==> config.mk <==
export PLATFORM = sky130hd
export DESIGN_NAME = rc4_keystream_generator
export DESIGN_NICKNAME = d
export VERILOG_FILES = /design/src/rtl/rc4_pkg.sv /design/src/rtl/rc4_perm_mem.sv /design/src/rtl/rc4_core.sv /design/src/rtl/rc4_keystream_generator.sv
export VERILOG_INCLUDE_DIRS = /design/src /design/src/rtl
export SDC_FILE = /design/constraint.sdc
export NUM_CORES = 2
export LEC_CHECK = 0
export BUFFER_PORTS_ARGS = -buffer_cell sky130_fd_sc_hd__buf_2
export CORE_ASPECT_RATIO = 0.8
export CORE_MARGIN = 2
export CORE_UTILIZATION = 45
export DETAILED_ROUTE_END_ITERATION = 8
export PLACE_DENSITY = 0.69
export REMOVE_ABC_BUFFERS = 1
export SKIP_CTS_REPAIR_TIMING = 1
export SLEW_MARGIN = 15
export SYNTH_ARGS = -nofsm -noshare
export SYNTH_HDL_FRONTEND = slang
export SYNTH_HIERARCHICAL = 1
export SYNTH_SLANG_ARGS = --single-unit
==> constraint.sdc <==
create_clock -name clk -period 26.4 [get_ports clk]
set_input_delay 3.96 -clock clk [delete_from_list [all_inputs] [get_ports clk]]
set_output_delay 3.96 -clock clk [all_outputs]
set_load 0.005 [all_outputs]
==> src/rtl/assert_macros.svh <==
// Assertion macros shared by the RTL modules of the RC4 keystream generator.
`ifndef ASSERT_MACROS_SVH
`define ASSERT_MACROS_SVH

// Clocked assertion on clk, switched off while arst_n is low.
`define ASSERT_CLK(label, prop, msg) \
	label: assert property (@(posedge clk) disable iff (!arst_n) (prop)) else $error(msg);

// Clocked implication on clk: when cond holds, res must hold in the same cycle.
`define ASSERT_IMPL(label, cond, res, msg) \
	label: assert property (@(posedge clk) disable iff (!arst_n) (cond) |-> (res)) \
		else $error(msg);

`endif

==> src/rtl/rc4_pkg.sv <==
// Package with the types, codes and constants of the RC4 keystream generator.
package rc4_pkg;

	localparam int unsigned PERM_DEPTH = 256;
	localparam int unsigned IDX_W      = $clog2(PERM_DEPTH);
	localparam int unsigned BYTE_W     = 8;

	typedef logic [IDX_W-1:0]  idx_t;
	typedef logic [BYTE_W-1:0] byte_t;

	// Item modes; the fourth code is unused and ignored.
	typedef enum logic [1:0] {
		MODE_RESTART = 2'd0,
		MODE_KEY     = 2'd1,
		MODE_GEN     = 2'd2
	} mode_t;

	// Sequencer states of one item.
	typedef enum logic [2:0] {
		ST_IDLE,
		ST_RD_A,
		ST_RD_B,
		ST_SWAP,
		ST_HOLD
	} state_t;

	// Access request from the sequencer to the permutation memory.
	typedef struct packed {
		logic  clear;
		logic  wr_en;
		idx_t  wr_addr;
		byte_t wr_data;
		idx_t  rd_addr;
	} mem_req_t;

endpackage

==> src/rtl/rc4_perm_mem.sv <==
// Permutation memory with per-entry valid bits and same-cycle write forwarding.
module rc4_perm_mem import rc4_pkg::*; (
	input  logic     clk,
	input  logic     arst_n,
	input  mem_req_t req,
	output byte_t    rd_data
);

	byte_t               mem_q [PERM_DEPTH];
	logic [PERM_DEPTH-1:0] valid_q;

	byte_t rd_raw_s1;
	idx_t  rd_addr_s1;
	logic  rd_valid_s1;
	logic  hit_s1;
	byte_t hit_data_s1;

	// Storage array: one write and one registered read per cycle.
	always_ff @(posedge clk) begin
		if (req.wr_en) begin
			mem_q[req.wr_addr] <= req.wr_data;
		end
		rd_raw_s1 <= mem_q[req.rd_addr];
	end

	// Valid bits: an entry never written since restart reads as its own index.
	always_ff @(posedge clk or negedge arst_n) begin
		if (!arst_n) begin
			valid_q <= '0;
		end else if (req.clear) begin
			valid_q <= '0;
		end else if (req.wr_en) begin
			valid_q[req.wr_addr] <= 1'b1;
		end
	end

	// Read side bookkeeping, including a write to the address being read.
	always_ff @(posedge clk) begin
		rd_addr_s1  <= req.rd_addr;
		rd_valid_s1 <= valid_q[req.rd_addr];
		hit_s1      <= req.wr_en && (req.wr_addr == req.rd_addr);
		hit_data_s1 <= req.wr_data;
	end

	// The forwarded write wins, then stored data, then the identity value.
	assign rd_data = hit_s1 ? hit_data_s1 : (rd_valid_s1 ? rd_raw_s1 : byte_t'(rd_addr_s1));

endmodule

==> src/rtl/rc4_core.sv <==
// Item sequencer and index datapath of the RC4 keystream generator.
`include "assert_macros.svh"

module rc4_core import rc4_pkg::*; (
	input  logic       clk,
	input  logic       arst_n,
	input  logic       in_valid,
	output logic       in_stall,
	input  logic [1:0] mode,
	input  byte_t      key_byte,
	output logic       res_req,
	input  logic       res_ack,
	output byte_t      res_data,
	output mem_req_t   mem_req,
	input  byte_t      mem_rd_data
);

	state_t state_q, state_d, start_state;
	logic   accept;

	idx_t  si_q, sj_q, gi_q, gj_q;
	idx_t  gi_inc, j_next, t_next;
	mode_t op_q;
	byte_t key_q, a_q, res_q, res_val;
	idx_t  i_q, j_q, t_q;

	assign accept = in_valid && !in_stall;
	assign gi_inc = idx_t'(gi_q + 1'b1);

	// Accumulator update of the first read, key schedule or generation form.
	assign j_next = (op_q == MODE_KEY) ? idx_t'(sj_q + mem_rd_data + key_q)
	                                   : idx_t'(gj_q + mem_rd_data);
	// Output address is the sum of the two swapped values.
	assign t_next = idx_t'(a_q + mem_rd_data);

	// A later write of the first value to the output address overrides memory.
	assign res_val  = (t_q == j_q) ? a_q : mem_rd_data;
	assign res_data = (state_q == ST_HOLD) ? res_q : res_val;

	always_comb begin
		if (mode inside {MODE_KEY, MODE_GEN}) begin
			start_state = ST_RD_A;
		end else begin
			start_state = ST_IDLE;
		end
	end

	// Next state.
	always_comb begin
		state_d = state_q;
		case (state_q)
			ST_IDLE: begin
				if (accept) begin
					state_d = start_state;
				end
			end
			ST_RD_A: state_d = ST_RD_B;
			ST_RD_B: state_d = ST_SWAP;
			ST_SWAP: begin
				if (accept) begin
					state_d = start_state;
				end else if (res_req && !res_ack) begin
					state_d = ST_HOLD;
				end else begin
					state_d = ST_IDLE;
				end
			end
			ST_HOLD: begin
				if (res_ack) begin
					state_d = ST_IDLE;
				end
			end
			default: state_d = ST_IDLE;
		endcase
	end

	// Outputs: handshake and memory requests of each state.
	always_comb begin
		in_stall        = 1'b1;
		res_req         = 1'b0;
		mem_req         = '0;
		mem_req.rd_addr = (mode == MODE_KEY) ? si_q : gi_inc;
		case (state_q)
			ST_IDLE: begin
				in_stall = 1'b0;
			end
			ST_RD_A: begin
				mem_req.rd_addr = j_next;
			end
			ST_RD_B: begin
				mem_req.rd_addr = t_next;
				mem_req.wr_en   = 1'b1;
				mem_req.wr_addr = i_q;
				mem_req.wr_data = mem_rd_data;
			end
			ST_SWAP: begin
				mem_req.wr_en   = 1'b1;
				mem_req.wr_addr = j_q;
				mem_req.wr_data = a_q;
				res_req         = (op_q == MODE_GEN);
				in_stall        = (op_q == MODE_GEN) && !res_ack;
			end
			ST_HOLD: begin
				res_req = 1'b1;
			end
			default: begin
				in_stall = 1'b1;
			end
		endcase
		mem_req.clear = accept && (mode == MODE_RESTART);
	end

	// State and index registers.
	always_ff @(posedge clk or negedge arst_n) begin
		if (!arst_n) begin
			state_q <= ST_IDLE;
			op_q    <= MODE_RESTART;
			si_q    <= '0;
			sj_q    <= '0;
			gi_q    <= '0;
			gj_q    <= '0;
		end else begin
			state_q <= state_d;
			if (accept) begin
				op_q <= mode_t'(mode);
				if (mode == MODE_RESTART) begin
					si_q <= '0;
					sj_q <= '0;
					gi_q <= '0;
					gj_q <= '0;
				end else if (mode == MODE_GEN) begin
					gi_q <= gi_inc;
				end
			end else if (state_q == ST_RD_A) begin
				if (op_q == MODE_KEY) begin
					sj_q <= j_next;
					si_q <= idx_t'(si_q + 1'b1);
				end else begin
					gj_q <= j_next;
				end
			end
		end
	end

	// Per-item word registers.
	always_ff @(posedge clk) begin
		if (accept) begin
			key_q <= key_byte;
			i_q   <= (mode == MODE_KEY) ? si_q : gi_inc;
		end
		if (state_q == ST_RD_A) begin
			a_q <= mem_rd_data;
			j_q <= j_next;
		end
		if (state_q == ST_RD_B) begin
			t_q <= t_next;
		end
		if (state_q == ST_SWAP) begin
			res_q <= res_val;
		end
	end

	`ASSERT_IMPL(a_key_no_result, state_q == ST_SWAP && op_q == MODE_KEY, !res_req, "key step gave a word")
	`ASSERT_IMPL(a_wr_states, mem_req.wr_en, state_q == ST_RD_B || state_q == ST_SWAP, "write out of swap")
	`ASSERT_CLK(a_rda_to_rdb, state_q == ST_RD_A |=> state_q == ST_RD_B, "second read skipped")
	`ASSERT_IMPL(a_accept_states, !in_stall, state_q == ST_IDLE || state_q == ST_SWAP, "accept while busy")

endmodule

==> src/rtl/rc4_keystream_generator.sv <==
// A generate word is registered for out_valid after the RD_A, RD_B and SWAP states.
// Key and generate items pass RD_A, RD_B and SWAP, set by the chain of three dependent
// permutation reads (i, then j, then the output address); restart and unused stay idle.
// A finished word waits in the output register while the next item is already accepted.
// Reset (arst_n low) clears all indices and valid bits at once, so the permutation reads
// as the identity right after reset with no clearing pass; a restart item does the same.
module rc4_keystream_generator import rc4_pkg::*; (
	input  logic       clk,
	input  logic       arst_n,
	input  logic       in_valid,
	output logic       in_stall,
	input  logic [1:0] mode,
	input  byte_t      key_byte,
	output logic       out_valid,
	input  logic       out_stall,
	output byte_t      keystream_byte
);

	mem_req_t mem_req;
	byte_t    mem_rd_data;
	logic     res_req;
	logic     res_ack;
	byte_t    res_data;
	logic     out_valid_q;
	byte_t    out_data_q;

	rc4_perm_mem u_mem (
		.clk     (clk),
		.arst_n  (arst_n),
		.req     (mem_req),
		.rd_data (mem_rd_data)
	);

	rc4_core u_core (
		.clk         (clk),
		.arst_n      (arst_n),
		.in_valid    (in_valid),
		.in_stall    (in_stall),
		.mode        (mode),
		.key_byte    (key_byte),
		.res_req     (res_req),
		.res_ack     (res_ack),
		.res_data    (res_data),
		.mem_req     (mem_req),
		.mem_rd_data (mem_rd_data)
	);

	// The output register takes a new word when empty or being drained.
	assign res_ack = !out_valid_q || !out_stall;

	always_ff @(posedge clk or negedge arst_n) begin
		if (!arst_n) begin
			out_valid_q <= 1'b0;
		end else if (res_req && res_ack) begin
			out_valid_q <= 1'b1;
		end else if (!out_stall) begin
			out_valid_q <= 1'b0;
		end
	end

	always_ff @(posedge clk) begin
		if (res_req && res_ack) begin
			out_data_q <= res_data;
		end
	end

	assign out_valid      = out_valid_q;
	assign keystream_byte = out_data_q;

endmodule
==> impl_metrics.csv <==
group,metric,value,unit
cts,path_clk_slew,0.07,ns
drt,vias,51500,
floorplanning,num_rows,151,
setup_path,worstSetupEndpointType,"flop",
yosys,ys_seq_area_share,73.9,%
floorplanning,core,212000,µm²
drt,drc,0,
layout,biggestRegsByFlops,"u_mem/mem_q: 2048 flops, u_mem/valid_q: 256 flops",
sta,tightest_slew,1.34,ns
layout,fill_cells,16800,
yosys,synth_ff_type,"edfxtp_1",
sta,drv_slew,0,
sta,period_needed,9.53,ns
place,gp_congestion,0.859,
yosys,synth-warning-count,6,
global_route,first_global_vias,49600,
hold_path,hp-start,"u_mem/valid_q[62]",
drt,routed_wl,242000,µm
yosys,synth.avg_cell_area,18.2,µm²
floorplanning,die_area,217000,µm²
cts,numClockSinks,2424,
sta,fin_crit_sh,36.1,%
setup_path,cpPeakStageDelay,0.99,ns
layout,multi_input_area,23600,µm²
layout,final_common_cell,"edfxtp_1",
layout,top_register,"u_mem/mem_q",
cts,clkLatencyLatePin,0.86,ns
floorplanning,initial_utilization,45.4,%
floorplanning,die_y,418,µm
setup_path,critPathMaxFanout,104,
setup_path,crit_family,"compound AO/OA/AOI/OAI gates",
sta,hold_viol,0,
global_route,grt_pass1_wl,351000,µm
cts,htreeDepth,4,
global_route,grtUsageTotal,22.0,%
layout,mostFrequentLayoutCells,"edfxtp_1 (2,104), nor2_1 (749), mux4_2 (471)",
global_route,grt_max_degree,238,
global_route,overflow,0,
sta,tns,0,ns
sta,slew_headroom,10.5,%
layout,nNetsFinal,5375,
job,drv_cap,0,
setup_path,start_kind,"input pin",
layout,stdcell_count,8359,
drt,vias_per_cell,6.16,
place,dp_hpwl,143000,µm
hold_path,hold_class,"flop to flop",
drt,firstDrtPassIters,6,
sta,grt_setup_unrepaired,"no",
yosys,ys_ff_latch,2424,
outcome,status,"finished, final reports clean",
layout,largest_register_ffs,2048,
setup_path,cp.required,27.11,ns
yosys,synth-edff-count,2104,
place,port_buffers,23,
yosys,synth_area,96200,µm²
drt,drt_iter0_drc,8022,
setup_path,r2r_slack,18.74,ns
floorplanning,pin_count,24,
setup_path,reg2reg_from,"u_mem/rd_valid_s1",
layout,syn_to_final_growth,11.3,%
setup_path,worstSetupPathType,"input pin to flop",
setup_path,critPathArrivalTime,10.24,ns
hold_path,worstHoldPathCells,2,
setup_path,crit_path_cell_trace,"buf_2, inv_1, ha_1, o21ai_0, a221o_4, buf_12, buf_12, mux4_2, mux4_2, a2111oi_1, o311ai_1, o41ai_1, nor3_1",
layout,drive_gt1_share,18.8,%
yosys,syn_inst,5293,
layout,seqCellArea,71100,µm²
hold_path,holdPathEnd,"u_mem/valid_q[62]",
setup_path,crit_path_top_delay_cell,"a2111oi_1",
yosys,synth_cell_type_count,67,
global_route,antenna_found_initial,11,
setup_path,worstRegToRegCells,15,
setup_path,rr_endpoint,"u_mem/rd_raw_s1[1]",
cts,cts_buffers,223,
floorplanning,die_x,521,µm
sta,clock_skew,0.0548,ns
place,placed_area,99400,µm²
setup_path,cp_num_buf_inv,4,
drt,drtAntennaViolNets,0,
place,place_inst,7931,
yosys,async_reset_ff_share,12.1,%
sta,finalSetupViolations,0,
cts,clockBufferDepth,3,
cts,root_buffer,"clkbuf_16",
layout,stdcell_area,107000,µm²
drt,wl_per_cell,28.9,µm
cts,tritoncts,"built",
sta,max_freq,0.105,GHz
## layout make-up
class	count	share of cell area [%]
flip-flops and latches	2424	66.4
inverters	32	0.122
diodes	3	0.00701
clock buffers	286	5.68
multi-input cells	2523	22.1
clock inverters	139	1.47
well taps	2830	3.31
repair buffers	122	0.935
## worst register-to-register path: cells and delay by family (launching register included)
family | cells | cell delay (ns)
flip-flops | 1 | 0.69
AO/OA/AOI/OAI | 5 | 2.43
AND/OR/NAND/NOR | 2 | 0.29
adder cells (fa/ha/maj) | 1 | 0.56
buffers and inverters | 3 | 1.73
multiplexers | 4 | 1.81
## cells by family (layout without fill, tap and decap cells)
| logic type | Yosys count | count (layout) | share of synthesized area, % |
|---|---|---|---|
| DFF | 2424 | 2424 | 73.9 |
| and+or+nand+nor | 1076 | 1076 | 4.68 |
| muxes | 819 | 819 | 14.7 |
| AOI/OAI and AO/OA | 550 | 550 | 4.10 |
| buffers and inverters | 346 | 579 | 1.73 |
| xor gates and xnor gates | 43 | 43 | 0.392 |
| adders and majority gates | 35 | 35 | 0.533 |
| other | 0 | 3 | 0 |
## worst max-delay path by stage
stage / end / slack (ns) / cells after the start / startpoint
2_1_floorplan: u_mem/rd_raw_s1[0] / -7.79 / 11 / mode[1]
3_3_place_gp: u_mem/rd_raw_s1[7] / 15.68 / 14 / mode[1]
3_5_place_dp: u_mem/rd_raw_s1[1] / 15.88 / 13 / mode[1]
4_1_cts: u_mem/rd_raw_s1[1] / 16.68 / 13 / mode[1]
5_1_grt: u_mem/rd_raw_s1[6] / 16.40 / 17 / mode[1]
6_report: u_mem/rd_raw_s1[1] / 16.87 / 13 / mode[1]
## cells in the mapped netlist (31+ instances only)
master | n | area, µm²
edfxtp_1 | 2104 | 63200
nor2_1 | 763 | 2860
mux4_2 | 471 | 10600
mux2i_1 | 323 | 3230
dfrtp_1 | 294 | 7360
clkbuf_1 | 184 | 691
a21oi_1 | 104 | 521
o221ai_1 | 101 | 885
nand2_1 | 92 | 345
o22ai_1 | 75 | 469
o21ai_0 | 63 | 315
nor3_1 | 49 | 245
buf_4 | 48 | 360
buf_2 | 46 | 230
nand3_1 | 46 | 230
a211oi_1 | 31 | 233
## routing by layer
layer  vias up  share of wire (%)  global-route usage (%)
li1      21100                  -                       -
met1     27100                 42                    33.7
met2      2900                 44                    31.7
met3       373                 12                    5.06
met4         4                2.7                    6.09
met5         -              0.065                       0
## stage by stage
| stage | hold slack [ns] | util, % | setup WS, ns |
|---|---|---|---|
| after floorplan | 0.447 | - | -7.79 |
| after global placement | 0.473 | 46.8 | 15.68 |
| after detailed placement | 0.481 | 46.9 | 15.88 |
| after CTS | 0.497 | 50.5 | 16.68 |
| after global routing | 0.512 | 50.5 | 16.40 |
| final | 0.494 | 50.5 | 16.87 |
Power is left out: the tool's default activity adds up to more than one toggle a clock period on the data nets, which glitch-free logic cannot reach.
